$ cat src/hdl/bw_pkg.sv
// Shared widths, constants and payload types of the barycentric weight block.
package bw_pkg;

   localparam int COORD_WIDTH      = 16;
   localparam int WEIGHT_FRAC_BITS = 16;
   localparam int OUT_WIDTH        = 24;

   // Edge component, product, determinant and magnitude widths.
   localparam int DIFF_W = COORD_WIDTH + 1;
   localparam int PROD_W = 2 * DIFF_W;
   localparam int DET_W  = PROD_W + 1;
   localparam int MAG_W  = DET_W - 1;

   // Scaled numerator, one quotient bit per divider cell.
   localparam int NUM_W  = MAG_W + WEIGHT_FRAC_BITS;
   localparam int REM_W  = MAG_W + 1;
   localparam int QS_W   = NUM_W + 2;
   localparam int WC_W   = QS_W + 2;

   localparam int REQ_W  = 8 * COORD_WIDTH;
   localparam int RSP_W  = 3 * OUT_WIDTH;

   localparam int ONE_WEIGHT = 1 << WEIGHT_FRAC_BITS;

   // Input item, last field in the lowest bits.
   typedef struct packed {
      logic signed [COORD_WIDTH-1:0] point_y;
      logic signed [COORD_WIDTH-1:0] point_x;
      logic signed [COORD_WIDTH-1:0] vertex_c_y;
      logic signed [COORD_WIDTH-1:0] vertex_c_x;
      logic signed [COORD_WIDTH-1:0] vertex_b_y;
      logic signed [COORD_WIDTH-1:0] vertex_b_x;
      logic signed [COORD_WIDTH-1:0] vertex_a_y;
      logic signed [COORD_WIDTH-1:0] vertex_a_x;
   } bw_req_type;

   // One division lane: partial remainder, numerator bits shifting out at the
   // top while quotient bits shift in at the bottom, and the result sign.
   typedef struct packed {
      logic [MAG_W-1:0] rem;
      logic [NUM_W-1:0] nq;
      logic             neg;
   } bw_lane_type;

   typedef struct packed {
      logic             degen;
      logic [MAG_W-1:0] den;
      bw_lane_type      lane_a;
      bw_lane_type      lane_b;
   } bw_div_type;

endpackage

$ cat src/hdl/bw_div_cell.sv
// One restoring-division cell: one quotient bit for each of the two lanes.
module bw_div_cell
   import bw_pkg::*;
(
   input  logic       clock,
   input  logic       reset,
   input  logic       up_valid,
   output logic       up_ready,
   input  bw_div_type up_data,
   output logic       dn_valid,
   input  logic       dn_ready,
   output bw_div_type dn_data
);

   logic       valid_ff;
   bw_div_type data_ff, data_in;

   function automatic bw_lane_type div_step(bw_lane_type l, logic [MAG_W-1:0] den,
                                             logic degen);
      logic [REM_W-1:0] trial;
      logic             fits;
      bw_lane_type      r;
      trial = {l.rem, l.nq[NUM_W-1]};
      fits  = (trial >= REM_W'(den));
      r     = l;
      if (!degen) begin
         r.rem = fits ? MAG_W'(trial - REM_W'(den)) : MAG_W'(trial);
         r.nq  = {l.nq[NUM_W-2:0], fits};
      end
      return r;
   endfunction

   assign up_ready = !valid_ff || dn_ready;
   assign dn_valid = valid_ff;
   assign dn_data  = data_ff;

   always_comb begin
      data_in        = up_data;
      data_in.lane_a = div_step(up_data.lane_a, up_data.den, up_data.degen);
      data_in.lane_b = div_step(up_data.lane_b, up_data.den, up_data.degen);
   end

   always_ff @(posedge clock) begin
      if (reset) begin
         valid_ff <= 1'b0;
      end else if (up_ready) begin
         valid_ff <= up_valid;
      end
   end

   always_ff @(posedge clock) begin
      if (up_ready) begin
         data_ff <= data_in;
      end
   end

   a_rem_below_den: assert property (@(posedge clock) disable iff (reset)
      (dn_valid && !dn_data.degen) |->
         (dn_data.lane_a.rem < dn_data.den && dn_data.lane_b.rem < dn_data.den))
      else $error("partial remainder not below divisor");

   a_degen_holds: assert property (@(posedge clock) disable iff (reset)
      (up_valid && up_ready && up_data.degen) |=>
         (dn_data.lane_a.nq == $past(up_data.lane_a.nq) &&
          dn_data.lane_b.nq == $past(up_data.lane_b.nq)))
      else $error("degenerate item altered by divider cell");

endmodule

$ cat config.mk
export PLATFORM = sky130hd
export DESIGN_NAME = bw_div_cell
export DESIGN_NICKNAME = d
export VERILOG_FILES = /design/src/hdl/bw_pkg.sv /design/src/hdl/bw_div_cell.sv
export SDC_FILE = /design/constraint.sdc
export NUM_CORES = 1
export LEC_CHECK = 0
export ABC_AREA = 1
export BUFFER_PORTS_ARGS = -buffer_cell sky130_fd_sc_hd__buf_2
export CELL_PAD_IN_SITES_DETAIL_PLACEMENT = 1
export CELL_PAD_IN_SITES_GLOBAL_PLACEMENT = 2
export CORE_MARGIN = 10
export CORE_UTILIZATION = 30
export CTS_BUF_LIST = sky130_fd_sc_hd__clkbuf_8
export CTS_CLUSTER_SIZE = 28
export DETAILED_ROUTE_END_ITERATION = 12
export HOLD_SLACK_MARGIN = 0.05
export MAX_ROUTING_LAYER = met4
export PLACE_DENSITY_LB_ADDON = 0.1
export SYNTH_ARGS = -nofsm -noshare
export SYNTH_HDL_FRONTEND = slang
export SYNTH_SLANG_ARGS = --single-unit
$ cat constraint.sdc
create_clock -name clock -period 6.8 [get_ports clock]
set_input_delay 0.68 -clock clock [delete_from_list [all_inputs] [get_ports clock]]
set_output_delay 0.68 -clock clock [all_outputs]
set_load 0.02 [all_outputs]
==> impl_metrics.toml, run 1 <==
[logic_synthesis]
synth_edf_count = 205
ys_seq_area_frac = 0.4249
synth_cells = 2014
synth.top_cell.area_share = 0.4235
ys.flop_type = "edfxtp_1"
yosys-top-cells-count = "nand2_1, inv_1, edfxtp_1"
synth_top_area_cell = "edfxtp_1"
yosysMostFrequentCell = "nand2_1"
yosysUniqueCellTypes = 35
synth.avg_cell_area_um2 = 7.217
async_flop_share = 0
synth_area_leaders = "edfxtp_1, nand2_1, inv_1"
netlist_area_mm2 = 0.01454
syn_nets = 2293
ys.warnings.count = 0
ys_seq_elements = 206

[clocking]
clkTransAtPathRegs_ns = 0.07
ctsRootBufferMaster = "clkbuf_8"
post_cts_buffers = 0
cts_sinks = 206
cts_max_path_buffers = 3
ctsResizeCount = 0
clk-insertion-delay-late_ns = 0.61
cts_tree = "yes"
numCtsBuffers = 40
htreeDepth = 2
cts_hold_buf = 0

[drt]
via_count = 14720
dr.pass1.iters = 5
wire_per_inst_um = 21.97
drtIter0Drc = 788
post_drt_via_cell_ratio = 4.788
antenna_left = 0
drc_errors = 0
finalWirelength_um = 67530

[die]
core_area_mm2 = 0.04785
die_w_um = 240.1
die-area_mm2 = 0.05766
start_util = 0.3038
placementRows = 80
ios = 416
die_h_um = 240.1

[placed_design]
dp_cells = 2994
io_buffer_count = 415
place.gp.congestion = 0.9223
dp_hpwl_um = 55260

[global_routing]
grt_max_degree = 167
use_met1 = 0.3042
antenna_found_initial = 10
grt_pass1_vias = 15210
grt_usage = 0.2328
met3_usage = 0.05427
gr-total-overflow = 0
met2_usage = 0.3562
grt.busiest_layer = "met2"
grt_pass1_wl_um = 98210

[finish]
fin_nets = 2700
seq_area_mm2 = 0.006176
instances_no_fill = 3073
multi_input_area_mm2 = 0.007068
area_delta_synth_final_pct = 23.54
nFillCells = 6148
drive_above_1_share = 0.2051

[power_and_ir_drop]
p_switching_mw = 1.464
p_leak_nw = 9.601
p_per_area_mw_per_mm2 = 222.9
p_int_mw = 2.539
power.share.combinational = 0.300
vdd_ir_drop_max_uv = 119.9
swShare = 0.3658
pwr-share-seq = 0.399
power_frac_clock = 0.301

[worst_setup_path]
r2r-end = "dn_data[124]"
crit_required_ns = 7.08
criticalPathCategory = "input pin to flop"
critPathCapture = "dn_data[1]"
r2r_start = "dn_valid"
cp-start-kind = "input pin"
ff2ff_path_depth = 2
worstSetupStartpoint = "up_data[184]"
cp-end-kind = "flop"
critPathArrivalTime_ns = 3.44
crit_fanout = 35
rrSetupSlack_ns = 4.73

[job]
cap_violations = 0

[sta]
fin_setup_tns_ns = 0
setup_viol = 0
slew_headroom = 0.2841
tightest_slew_ns = 1.074
hold_violations = 0
fmax_mhz = 316.7
fin_crit_ns = 3.158
timing.final.crit_share = 0.4644
skew_ns = 0.04207
slew_viol_final = 0
rsz0062_at_grt = "no"

[hold_path]
hold_path_class = "input pin to flop"

[outcome]
status = "finished clean"
==> how the worst min path moves through the flow <==
stage | startpoint | end | cells after the start | slack (ns)
after floorplan | reset | dn_valid | 1 | 0.75
after global placement | reset | dn_valid | 2 | 0.83
after detailed placement | reset | dn_valid | 2 | 0.85
after CTS | up_data[192] | dn_data[192] | 1 | 0.20
after global routing | up_data[191] | dn_data[191] | 1 | 0.23
final | up_data[192] | dn_data[192] | 1 | 0.26
==> cells by family after synthesis <==
family | synth area share
buffers and inverters | 0.08935
flip-flops | 0.4249
AND/OR/NAND/NOR | 0.3684
adder cells (fa/ha/maj) | 0.06129
XOR/XNOR | 0.02049
AO/OA/AOI/OAI | 0.03555
==> registers in the layout, summed over array words and instances, names as in the netlist <==
register / flops
dn_data: 205
dn_valid: 1
==> worst max-delay path, cell delays in order <==
cell	delay, ns
buf_2	0.11
inv_1	0.28
ha_1	0.35
nand2_1	0.11
inv_1	0.05
nand2_1	0.06
nand2_1	0.08
nand2_1	0.07
nand2_1	0.08
a21oi_2	0.14
nand2_2	0.09
nand2_4	0.35
nand2_2	0.53
nand2_2	0.32
o21ai_0	0.14
==> metrics by stage <==
step	total power [mW]	hold slack, ns	cell area, µm²	utilization	setup WS [ns]
final	4.003	0.2600	17960	0.3753	3.642
after global routing	4.243	0.2314	17950	0.3753	3.399
after CTS	4.074	0.2037	17930	0.3748	3.669
after detailed placement	2.835	0.8506	17200	0.3594	3.021
after global placement	2.824	0.8346	17200	0.3594	3.094
after floorplan	2.354	0.7491	14540	-	0.9576
==> power by group through the flow <==
stage	Combinational, mW	Sequential (mW)	Clock, mW
floorplan	0.552	1.80	0
global placement	1.20	1.62	0
detailed placement	1.21	1.62	0
CTS	1.22	1.60	1.26
global route	1.33	1.61	1.31
finish	1.20	1.60	1.20
==> cells in the final DEF (no fill, tap or decap), types with 5 or more instances in the layout <==
cell      count
ha_1         68
nand3_1     118
clkinv_1      7
xor2_1        5
nor3_1       13
nand2_2       5
buf_4         6
buf_2       414
inv_1       283
nor2_1      119
nand4_1      37
o21ai_0      26
edfxtp_1    205
nand2_1     912
diode_2      10
o21bai_1      8
xnor2_1      29
a21oi_1      46
clkbuf_8     46
nand3b_1     56
==> metal layers <==
metal  share of wire  vias to the layer above
met5               0                        -
met4           0.023                        0
met3           0.073                       86
met2            0.44                      456
met1            0.47                     6938
li1                -                     7235
==> area by class of cell <==
cell class | instances | area share
diodes | 10 | 0.001394
clock buffers | 46 | 0.03526
clock inverters | 23 | 0.005783
inverters | 277 | 0.05818
multi-input cells | 1475 | 0.3936
flip-flops and latches | 206 | 0.3439
well taps | 615 | 0.04285
repair buffers | 421 | 0.1190
Note: power is estimated with default switching activity, not from simulation.
==> run 2: changes to the inputs <==
ABC_AREA = 0   (was 1)
CORE_UTILIZATION = 33   (was 30)
clock period = 3.3 ns   (was 6.8 ns; I/O delays follow)
==> impl_metrics.toml, run 2 <==
[sta]
skew_ns = 0.02135
rsz0062_at_grt = "yes"
tightest_slew_ns = 0.7160
hold_violations = 0
fin_crit_ns = 3.287
fmax_mhz = 304.2
timing.final.crit_share = 0.9960
slew_viol_final = 0
holdWs_ns = 0.09374
slew_headroom = 0.5227
setup_viol = 0

[hold_path]
hold_path_class = "input pin to flop"

[global_routing]
grt_usage = 0.2320
grt_max_degree = 113
grt_pass1_wl_um = 82120
antenna_found_initial = 9
grt_pass1_vias = 13100
gr-total-overflow = 0

[placed_design]
dp_cells = 2137
dp_hpwl_um = 42240
io_buffer_count = 415
dpl_cell_area_mm2 = 0.01637
place.gp.congestion = 0.8806

[finish]
largest_register_ff_count = 205
area_delta_synth_final_pct = 48.99
final_cell_area_mm2 = 0.01915
fin_nets = 2122
instances_no_fill = 2398
drive_above_1_share = 0.4033
mostFrequentLayoutCells = "buf_2, edfxtp_1, dlygate4sd3_1"
layout_commonest_cell = "buf_2"

[logic_synthesis]
synth.avg_cell_area_um2 = 11.30
synth_cells = 1137
netlist_area_mm2 = 0.01285
ys_seq_area_frac = 0.4806
ys.warnings.count = 0
synth_edf_count = 205
yosys-top-cells-count = "edfxtp_1, mux2_2, nand2_1"
synth_area_leaders = "edfxtp_1, mux2_2, ha_1"
ys.flop_type = "edfxtp_1"
ys_seq_elements = 206
synth.top_cell.area_share = 0.4790
yosysUniqueCellTypes = 77
synth_top_area_cell = "edfxtp_1"
syn_nets = 1416
async_flop_share = 0
yosysMostFrequentCell = "edfxtp_1"

[worst_setup_path]
crit_fanout = 6
cp-start-kind = "input pin"
critPathArrivalTime_ns = 3.62
rrSetupSlack_ns = 1.26
criticalPathCategory = "input pin to flop"
crit_required_ns = 3.63
cp-end-kind = "flop"

[power_and_ir_drop]
vdd_ir_drop_max_uv = 243.1
p_per_area_mw_per_mm2 = 443.5
p_leak_nw = 8.396

[clocking]
clkTransAtPathRegs_ns = 0.06
cts_sinks = 206
htreeDepth = 2
cts_tree = "yes"
ctsRootBufferMaster = "clkbuf_8"
numCtsBuffers = 41
cts_max_path_buffers = 3
clk-insertion-delay-late_ns = 0.60

[drt]
drc_errors = 0
drtIter0Drc = 597
wire_per_inst_um = 23.21
post_drt_via_cell_ratio = 5.101
dr.pass1.iters = 4
finalWirelength_um = 55670
antenna_left = 0
via_count = 12230

[job]
cap_violations = 0

[die]
core_area_mm2 = 0.03856
placementRows = 72
die_w_um = 217.3
start_util = 0.3333
die_h_um = 217.3
die-area_mm2 = 0.04724
ios = 416

[outcome]
status = "finished clean"
## run 2: cell types whose count changed in the layout (fill, tap and decap cells not counted), moves of 65 or more
cell | before | now
dlygate4sd3_1 | 0 | 172
nor2_1 | 119 | 54
nand2_1 | 912 | 74
mux2_2 | 0 | 105
nand3_1 | 118 | 20
inv_1 | 283 | 62
buf_4 | 6 | 122
## run 2: timing repair
item | CTS | global route
hold endpoints to repair | 142 | 0
hold buffers | 172 | 0
setup buffers | 0 | 7
gates resized for setup | 0 | 50
endpoints found under the setup margin | 0 | 48
## run 2: metal layers
layer,part of all wire,track usage,vias to the layer above
li1,-,-,5808
met5,0,-,-
met1,0.43,0.2763,5997
met4,0.021,0.06898,0
met2,0.49,0.3825,359
met3,0.059,0.05645,68
## run 2: final cells by class
cell class                      instances  area, µm²
Antenna cell                            8      20.02
Clock buffer                           44      605.6
Clock inverter                         28      148.9
Fill cell                            4313      19410
Inverter                               54      205.2
Multi-Input combinational cell        819       6381
Sequential cell                       206       6176
Tap cell                              518      648.1
Timing Repair Buffer                  721       4962
## run 2: path summary, 6_finish.rpt
kind         cells past startpoint    startpoint            to
min reg2reg                      1      dn_valid  dn_data[168]
max reg2reg                      4      dn_valid      dn_valid
max                             13  up_data[183]  dn_data[165]
min                              3   up_data[69]   dn_data[69]
## run 2: kinds of logic after synthesis
family	share of synthesized area
buffers and inverters	0.03651
flip-flops	0.4806
XOR/XNOR	0.03408
AND/OR/NAND/NOR	0.1112
AO/OA/AOI/OAI	0.1615
multiplexers	0.1068
adder cells (fa/ha/maj)	0.06932
## run 2: power breakdown
part	internal [mW]	leakage, nW	switching [mW]
registers	3.21	2.14	0.0837
logic	1.15	5.81	1.52
clock network	1.31	0.439	1.21
## run 2: critical path, cell delays in order
cell and delay, ns:
dlygate4sd3_1 0.54, buf_2 0.14, inv_1 0.09, ha_1 0.40, nand4_1 0.20, or3_1 0.42
nor3_2 0.29, o21ai_1 0.14, nor2b_1 0.18, a41o_1 0.29, nor2b_1 0.15, xnor2_1 0.13
a221o_1 0.32
## run 2: through the flow
step	TNS (ns)	power (mW)	util	setup slack [ns]
floorplan	0	4.721	-	0.3360
global placement	-0.8750	5.723	0.4247	-0.09974
detailed placement	-1.803	5.753	0.4247	-0.2253
CTS	0	8.513	0.4889	0.005991
global route	-0.4517	8.941	0.4966	-0.06936
finish	0	8.491	0.4966	0.01311
