### src/hdl/bw_pkg.sv
// Shared widths, constants and payload types of the barycentric weight block.
package bw_pkg;

   localparam int COORD_WIDTH      = 16;
   localparam int WEIGHT_FRAC_BITS = 16;
   localparam int OUT_WIDTH        = 24;

   // Edge component, product, determinant and magnitude widths.
   localparam int DIFF_W = COORD_WIDTH + 1;
   localparam int PROD_W = 2 * DIFF_W;
   localparam int DET_W  = PROD_W + 1;
   localparam int MAG_W  = DET_W - 1;

   // Scaled numerator, one quotient bit per divider cell.
   localparam int NUM_W  = MAG_W + WEIGHT_FRAC_BITS;
   localparam int REM_W  = MAG_W + 1;
   localparam int QS_W   = NUM_W + 2;
   localparam int WC_W   = QS_W + 2;

   localparam int REQ_W  = 8 * COORD_WIDTH;
   localparam int RSP_W  = 3 * OUT_WIDTH;

   localparam int ONE_WEIGHT = 1 << WEIGHT_FRAC_BITS;

   // Input item, last field in the lowest bits.
   typedef struct packed {
      logic signed [COORD_WIDTH-1:0] point_y;
      logic signed [COORD_WIDTH-1:0] point_x;
      logic signed [COORD_WIDTH-1:0] vertex_c_y;
      logic signed [COORD_WIDTH-1:0] vertex_c_x;
      logic signed [COORD_WIDTH-1:0] vertex_b_y;
      logic signed [COORD_WIDTH-1:0] vertex_b_x;
      logic signed [COORD_WIDTH-1:0] vertex_a_y;
      logic signed [COORD_WIDTH-1:0] vertex_a_x;
   } bw_req_type;

   // One division lane: partial remainder, numerator bits shifting out at the
   // top while quotient bits shift in at the bottom, and the result sign.
   typedef struct packed {
      logic [MAG_W-1:0] rem;
      logic [NUM_W-1:0] nq;
      logic             neg;
   } bw_lane_type;

   typedef struct packed {
      logic             degen;
      logic [MAG_W-1:0] den;
      bw_lane_type      lane_a;
      bw_lane_type      lane_b;
   } bw_div_type;

endpackage

### src/hdl/bw_back.sv
// Rounding, sign restore, third weight and saturation into the output register.
module bw_back
   import bw_pkg::*;
(
   input  logic                 clock,
   input  logic                 reset,
   input  logic                 up_valid,
   output logic                 up_ready,
   input  bw_div_type           up_data,
   output logic                 dn_valid,
   input  logic                 dn_ready,
   output logic [OUT_WIDTH-1:0] weight_a,
   output logic [OUT_WIDTH-1:0] weight_b,
   output logic [OUT_WIDTH-1:0] weight_c,
   output logic                 degenerate
);

   logic s1_valid_ff, s2_valid_ff;
   logic s1_ready, s2_ready;

   logic signed [QS_W-1:0] wa_ff, wb_ff, wa_in, wb_in;
   logic                   degen_ff;
   logic signed [WC_W-1:0] wc_full;

   logic [OUT_WIDTH-1:0] wa_out_ff, wb_out_ff, wc_out_ff;
   logic [OUT_WIDTH-1:0] wa_out_in, wb_out_in, wc_out_in;
   logic                 degen_out_ff;

   localparam logic signed [WC_W-1:0] SAT_HI = WC_W'((2 ** (OUT_WIDTH - 1)) - 1);
   localparam logic signed [WC_W-1:0] SAT_LO = -SAT_HI - WC_W'(1);

   function automatic logic signed [QS_W-1:0] finish(bw_lane_type l,
                                                      logic [MAG_W-1:0] den,
                                                      logic degen);
      logic             round_up;
      logic [NUM_W:0]   q;
      logic [QS_W-1:0]  qe;
      round_up = !degen && ({l.rem, 1'b0} >= REM_W'(den));
      q        = {1'b0, l.nq} + (NUM_W + 1)'(round_up);
      qe       = QS_W'(q);
      return l.neg ? -qe : qe;
   endfunction

   function automatic logic [OUT_WIDTH-1:0] sat(logic signed [WC_W-1:0] v);
      logic signed [WC_W-1:0] c;
      c = v;
      if (v > SAT_HI) c = SAT_HI;
      if (v < SAT_LO) c = SAT_LO;
      return OUT_WIDTH'(c);
   endfunction

   assign s2_ready   = !s2_valid_ff || dn_ready;
   assign s1_ready   = !s1_valid_ff || s2_ready;
   assign up_ready   = s1_ready;
   assign dn_valid   = s2_valid_ff;
   assign weight_a   = wa_out_ff;
   assign weight_b   = wb_out_ff;
   assign weight_c   = wc_out_ff;
   assign degenerate = degen_out_ff;

   always_comb begin
      wa_in = finish(up_data.lane_a, up_data.den, up_data.degen);
      wb_in = finish(up_data.lane_b, up_data.den, up_data.degen);
   end

   // Weight C from the unclamped weights, then clamp all three.
   always_comb begin
      wc_full   = WC_W'(ONE_WEIGHT) - WC_W'(wa_ff) - WC_W'(wb_ff);
      wa_out_in = sat(WC_W'(wa_ff));
      wb_out_in = sat(WC_W'(wb_ff));
      wc_out_in = sat(wc_full);
   end

   always_ff @(posedge clock) begin
      if (reset) begin
         s1_valid_ff <= 1'b0;
         s2_valid_ff <= 1'b0;
      end else begin
         if (s1_ready) s1_valid_ff <= up_valid;
         if (s2_ready) s2_valid_ff <= s1_valid_ff;
      end
   end

   always_ff @(posedge clock) begin
      if (s1_ready) begin
         wa_ff    <= wa_in;
         wb_ff    <= wb_in;
         degen_ff <= up_data.degen;
      end
      if (s2_ready) begin
         wa_out_ff    <= wa_out_in;
         wb_out_ff    <= wb_out_in;
         wc_out_ff    <= wc_out_in;
         degen_out_ff <= degen_ff;
      end
   end

endmodule

### config.mk
export PLATFORM = sky130hd
export DESIGN_NAME = bw_back
export DESIGN_NICKNAME = d
export VERILOG_FILES = /design/src/hdl/bw_pkg.sv /design/src/hdl/bw_back.sv
export SDC_FILE = /design/constraint.sdc
export NUM_CORES = 1
export LEC_CHECK = 0
export BUFFER_PORTS_ARGS = -buffer_cell sky130_fd_sc_hd__buf_4
export CORE_UTILIZATION = 50
export CTS_CLUSTER_SIZE = 20
export DETAILED_ROUTE_END_ITERATION = 7
export GPL_TIMING_DRIVEN = 1
export PLACE_DENSITY_LB_ADDON = 0.1
export RECOVER_POWER = 25
export SYNTH_ARGS = -nofsm -noshare
export SYNTH_HDL_FRONTEND = slang
export SYNTH_SLANG_ARGS = --single-unit
export TNS_END_PERCENT = 5
### constraint.sdc
create_clock -name clock -period 8.91 [get_ports clock]
set_clock_uncertainty 0.2 [all_clocks]
set_input_delay 0.891 -clock clock [delete_from_list [all_inputs] [get_ports clock]]
set_output_delay 0.891 -clock clock [all_outputs]
set_load 0.02 [all_outputs]
==> flow_summary_export.csv, run 1 <==
group,metric,value,unit
outcome,status,"finished, violations left",
outcome,violations,"capacitance limit, slew limit",
clocking,postCtsSetupBuffers,0,
detailed_routing,vias,16500,
synthesis,synth-adder-area-share,12.3,%
final_layout,layout_commonest_cell,"buf_4",
grt,grt_start_max_net_pins,74,
clocking,clk_latency,0.44,ns
grt,grt_pass1_vias,15600,
power_and_ir_drop,peakVddDrop,0.103,mV
synthesis,synthesis.nets,2537,
sta,rsz0062_at_grt,"false",
setup_path,cp_data_arrival_time,7.45,ns
clocking,cts_root_buf,"clkbuf_16",
floorplan,core_area,35500,um2
power_and_ir_drop,pwr-share-seq,34.4,%
clocking,cts_tree,"built",
clocking,cts_hold_buf,0,
final_layout,nets,2755,
detailed_routing,drc,0,
synthesis,syn_area,18000,um2
sta,tightest_slew,4.27,ns
sta,min_period_over_period,83.9,%
final_layout,syn_to_final_growth,15.7,%
setup_path,cp_max_fo,13,
synthesis,yosys_most_used_dff,"edfxtp_1",
placement,portBuffers,283,
clocking,cts_buffers,17,
setup_path,required,8.88,ns
floorplan,die-area,36800,um2
sta,final.setup.tns,0,ns
final_layout,drive_gt1_share,13.4,%
final_layout,fin_area,20800,um2
clocking,cts_resized,0,
synthesis,synth-edff-count,178,
synthesis,syn_area_per_cell,8.37,um2
power_and_ir_drop,p_leak,8.91,nW
detailed_routing,first_pass_iters,6,
floorplan,die_w,192,um
grt,grt_antenna_before_repair,6,
power_and_ir_drop,powerDensity,161,nW/um2
power_and_ir_drop,p_comb_share,43.7,%
hold_path,worst_hold_path_type,"reg -> reg",
sta,clock.fmax,134,MHz
synthesis,synth-xor-area-share,11.5,%
power_and_ir_drop,finalPower,3.35,mW
placement,placed_area,20400,um2
setup_path,critPathKind,"in -> reg",
sta,holdWs,0.221,ns
sta,hold_viol,0,
synthesis,ys_seq_elements,180,
sta,maxSlewHeadroom,-185,%
grt,track_usage,28.0,%
final_layout,layout_common_cells,"buf_4, nor2_1, nand2_1",
synthesis,async_reset_ff_share,0,%
synthesis,yosysWarnings,0,
grt,overflow,0,
power_and_ir_drop,p_sw,1.33,mW
floorplan,start_util,50.8,%
placement,place_congestion,0.920,
synthesis,synth_cells,2151,
detailed_routing,drt_wl_total,51.9,mm
power_and_ir_drop,pwr-share-clk,21.9,%
synthesis,synth_cell_types,91,
clocking,cts.htree.levels,4,
synthesis,synthSimpleGateAreaFrac,22.8,%
setup_path,r2r_cells,14,
hold_path,holdPathStages,0,
power_and_ir_drop,p_sw_share,39.8,%
placement,pre_cts_slack,1.01,ns
clocking,clock_sinks,180,
sta,slew_viol_final,74,
sta,fin_ws,1.43,ns
setup_path,cp-end-kind,"flip-flop",
synthesis,synth_compound_area_share,16.4,%
detailed_routing,viasPerCell,5.81,
power_and_ir_drop,internal-power,2.02,mW
floorplan,die_h,192,um
synthesis,synth_top_family_by_area,"simple AND/OR/NAND/NOR gates",
floorplan,ios,284,
flow_run,max_cap_viol_count,1,
sta,finalCriticalPeriod,7.48,ns
sta,setup_violations,0,
synthesis,ys_seq_area_share,29.9,%
detailed_routing,drtIter0Drc,1002,
setup_path,worst_setup_path_start_kind,"input pin",
detailed_routing,ant_nets,0,
grt,grt_pass1_wl,81.2,mm
synthesis,synth.mux.area_fraction,1.25,%
clocking,clockBufferDepth,2,
detailed_routing,drt-wirelength-per-cell,18.3,um
floorplan,rows,69,
clocking,path_clk_slew,0.06,ns
placement,dp_hpwl,43.2,mm
state kept, by name, indices dropped and copies added (netlist names):
| name | flops |
|---|---|
| s1_valid_ff | 1 |
| weight_b | 24 |
| dn_valid | 1 |
| wa_ff | 52 |
| wb_ff | 52 |
| degenerate | 1 |
| weight_a | 24 |
| weight_c | 24 |
| degen_ff | 1 |
logic make-up (layout without fill, tap and decap cells):
group,after synthesis,after routing
AOI/OAI and AO/OA,459,459
xor gates and xnor gates,236,236
adders and majority gates,177,177
buffers and inverters,269,500
DFF,180,180
muxes,22,22
other,0,2
and+or+nand+nor,808,808
worst max-delay path: stages:
cell and delay [ns]:
buf_4 0.07, inv_1 0.04, ha_1 0.26, nor2b_1 0.17, o21a_1 0.13, o21a_1 0.10
o21a_1 0.11, o21a_1 0.10, o21a_1 0.10, o21ai_0 0.07, a221oi_1 0.28, a211o_1 0.15
a21oi_1 0.07, o221ai_1 0.43, ha_1 0.32, ha_1 0.37, nand4_1 0.32, nor4_2 0.85
nand2_1 0.37, nor4_1 0.33, a22oi_1 0.17, or4b_4 0.61, nand2b_4 0.17, nand2b_4 0.16
or3_4 0.43, o21ai_1 0.22, xnor2_1 0.12
area by class of cell:
| cell class | count | area [um2] |
|---|---|---|
| tap | 461 | 577 |
| multi-input combinational | 1702 | 11600 |
| clock inverter | 15 | 159 |
| timing repair buffer | 291 | 2020 |
| clock buffer | 17 | 425 |
| inverter | 177 | 664 |
| fill | 3273 | 14600 |
| sequential | 180 | 5390 |
| antenna | 2 | 5.00 |
power groups by stage:
stage / Sequential, mW / Clock [mW] / Combinational, mW
final: 1.15 / 0.735 / 1.46
after global routing: 1.16 / 0.779 / 1.62
after CTS: 1.15 / 0.750 / 1.48
after detailed placement: 1.17 / 0 / 1.47
after global placement: 1.17 / 0 / 1.46
after floorplan: 1.22 / 0 / 0.938
path summary, 6_finish.rpt:
kind	start	endpoint	slack, ns
max	up_data[171]	wb_ff[45]	1.43
min	degen_ff	degenerate	0.22
max reg2reg	wb_ff[12]	weight_c[0]	3.39
min reg2reg	degen_ff	degenerate	0.22
through the flow:
step	instances	utilization, %
2_1_floorplan	2151	-
3_3_place_gp	2811	57.6
3_5_place_dp	2811	57.6
4_1_cts	2843	59.2
5_1_grt	2844	58.7
6_report	2845	58.7
cell usage after synthesis (6+ instances only):
cell type	number	area, um2
xor2_1	93	815
a21o_1	45	338
nor3_1	49	245
nor2_1	205	769
inv_1	176	661
a22oi_1	12	90.1
o21ai_0	108	541
and2_1	18	113
nor4_1	39	244
nand2_1	181	679
or2_2	8	50.1
o211ai_1	15	113
a21boi_0	8	60.1
xnor2_1	143	1250
buf_2	8	40.0
nand4_1	80	500
and3_1	30	188
ha_1	176	2200
o31ai_1	19	143
a211oi_1	8	60.1
a21oi_1	129	646
nand2b_1	17	106
o21bai_1	7	52.6
or4_1	17	128
nand3_1	80	400
a2111oi_0	6	52.6
a31oi_1	17	106
mux2i_1	18	180
and4_1	8	70.1
edfxtp_1	178	5350
buf_4	8	60.1
nor4b_1	8	70.1
nor2b_1	17	106
o21a_1	25	188
clkbuf_1	75	282
or3_1	17	106
per-layer routing:
layer | global-route usage, % | up-vias | wire [um]
met4 | 8.67 | 8 | 1270
met1 | 38.3 | 7684 | 23900
met5 | 0 | - | 64
met2 | 45.2 | 530 | 23800
met3 | 4.31 | 82 | 2880
li1 | - | 8232 | -
(Power assumes the default switching activity.)
==> inputs of run 2 (changes only) <==
==> constraint.sdc (replaced) <==
create_clock -name clock -period 6.65 [get_ports clock]
set_clock_uncertainty 0.2 [all_clocks]
set_input_delay 0.665 -clock clock [delete_from_list [all_inputs] [get_ports clock]]
set_output_delay 0.665 -clock clock [all_outputs]
set_load 0.02 [all_outputs]
==> flow_summary_export.csv, run 2 (synthesized netlist as in run 1, its figures left out) <==
group,metric,value,unit
setup_path,worst_setup_path_start_kind,"input pin",
setup_path,crit_cells,28,
setup_path,required,6.63,ns
clocking,cts_tree,"built",
final_layout,n_fill_cell,3182,
floorplan,ios,284,
detailed_routing,drtIter0Drc,1105,
setup_path,slowest_stage,"or4_4",
grt,overflow,0,
floorplan,rows,69,
power_and_ir_drop,peakVddDrop,0.157,mV
grt,grt_pass1_vias,16200,
final_layout,final_util,61.6,%
setup_path,crit_buf_inv,3,
detailed_routing,vias,17000,
detailed_routing,drt-wirelength-per-cell,17.8,um
floorplan,start_util,50.8,%
outcome,status,"finished, violations left",
clocking,cts_buffers,17,
detailed_routing,met2_length,24.2,mm
hold_path,worst_hold_path_type,"in -> reg",
grt,grt_start_max_net_pins,74,
detailed_routing,first_pass_iters,8,
power_and_ir_drop,powerDensity,206,nW/um2
clocking,clockBufferDepth,2,
final_layout,layout_commonest_cell,"buf_4",
placement,place_congestion,0.945,
detailed_routing,viasPerCell,5.75,
clocking,cts.htree.levels,4,
setup_path,cp-end-kind,"flip-flop",
final_layout,top_regs,"wa_ff (52), wb_ff (52)",
floorplan,die-area,36800,um2
placement,portBuffers,283,
placement,pre_cts_slack,-0.489,ns
final_layout,layout_common_cells,"buf_4, nor2_1, nand2_1",
setup_path,path_common_cell,"o21a_1",
floorplan,core_area,35500,um2
sta,fin_ws,0.104,ns
detailed_routing,top_layer_used,"met5",
sta,hold_viol,0,
floorplan,die_w,192,um
detailed_routing,ant_nets,0,
floorplan,die_h,192,um
sta,clock.fmax,153,MHz
placement,dp_hpwl,43.7,mm
sta,maxSlewHeadroom,-46.1,%
flow_run,max_cap_viol_count,1,
setup_path,crit_family,"simple AND/OR/NAND/NOR gates",
setup_path,critPathKind,"in -> reg",
setup_path,cp_data_arrival_time,6.53,ns
final_layout,syn_to_final_growth,21.3,%
grt,grt_pass1_wl,82.2,mm
final_layout,drive_gt1_share,17.9,%
clocking,path_clk_slew,0.07,ns
detailed_routing,met3_length,2.77,mm
clocking,clk_latency,0.43,ns
sta,finalCriticalPeriod,6.55,ns
final_layout,nets,2877,
power_and_ir_drop,p_leak,9.48,nW
detailed_routing,drt_wl_total,52.7,mm
outcome,violations,"capacitance limit, slew limit",
sta,min_period_over_period,98.4,%
setup_path,cp_max_fo,5,
power_and_ir_drop,finalPower,4.49,mW
sta,final.setup.tns,0,ns
sta,slew_viol_final,53,
hold_path,holdPathStages,2,
grt,track_usage,28.3,%
setup_path,max_stage_delay,0.60,ns
sta,tightest_slew,2.19,ns
detailed_routing,drc,0,
detailed_routing,wl_met1,23.9,mm
clocking,clock_sinks,180,
sta,setup_violations,0,
clocking,cts_root_buf,"clkbuf_16",
setup_path,r2r_cells,14,
clocking,cts_hold_buf,0,
grt,grt_antenna_before_repair,5,
## run 2: cell type report
cell class | instances | area, um2 | area share, %
clock inverters | 14 | 144 | 0.658
well taps | 461 | 577 | 2.64
flip-flops and latches | 180 | 5390 | 24.6
multi-input cells | 1702 | 11700 | 53.6
diodes | 1 | 2.50 | 0.0115
repair buffers | 413 | 2930 | 13.4
clock buffers | 18 | 429 | 1.96
inverters | 177 | 664 | 3.04
## run 2: repair_timing
action / in CTS / in global routing
pin swaps: 0 / 13
gates resized for setup: 2 / 24
endpoints found under the setup margin: 6 / 17
setup buffers: 0 / 4
## run 2: path summary, 6_finish.rpt
check	startpoint	endpoint	slack (ns)
max	up_data[136]	wa_ff[38]	0.10
min	reset	s1_valid_ff	0.19
max reg2reg	wb_ff[4]	weight_c[10]	1.12
min reg2reg	degen_ff	degenerate	0.23
## run 2: per-stage QoR
step | hold WS [ns] | cells | area, um2
final | 0.186 | 2966 | 21900
after global routing | 0.184 | 2965 | 21900
after CTS | 0.166 | 2961 | 21900
after detailed placement | 0.213 | 2929 | 21300
after global placement | 0.208 | 2929 | 21300
after floorplan | 0.200 | 2151 | 18000
## run 2: per-layer routing
layer | vias to the layer above | global-route usage [%]
met3 | 120 | 4.13
li1 | 8475 | -
met5 | - | 0
met2 | 540 | 45.5
met1 | 7898 | 38.3
met4 | 8 | 10.3
## run 2: power breakdown
group,switching [mW],internal [mW]
registers,0.0970,1.44
clock network,0.472,0.498
logic,1.21,0.772
total,1.78,2.71
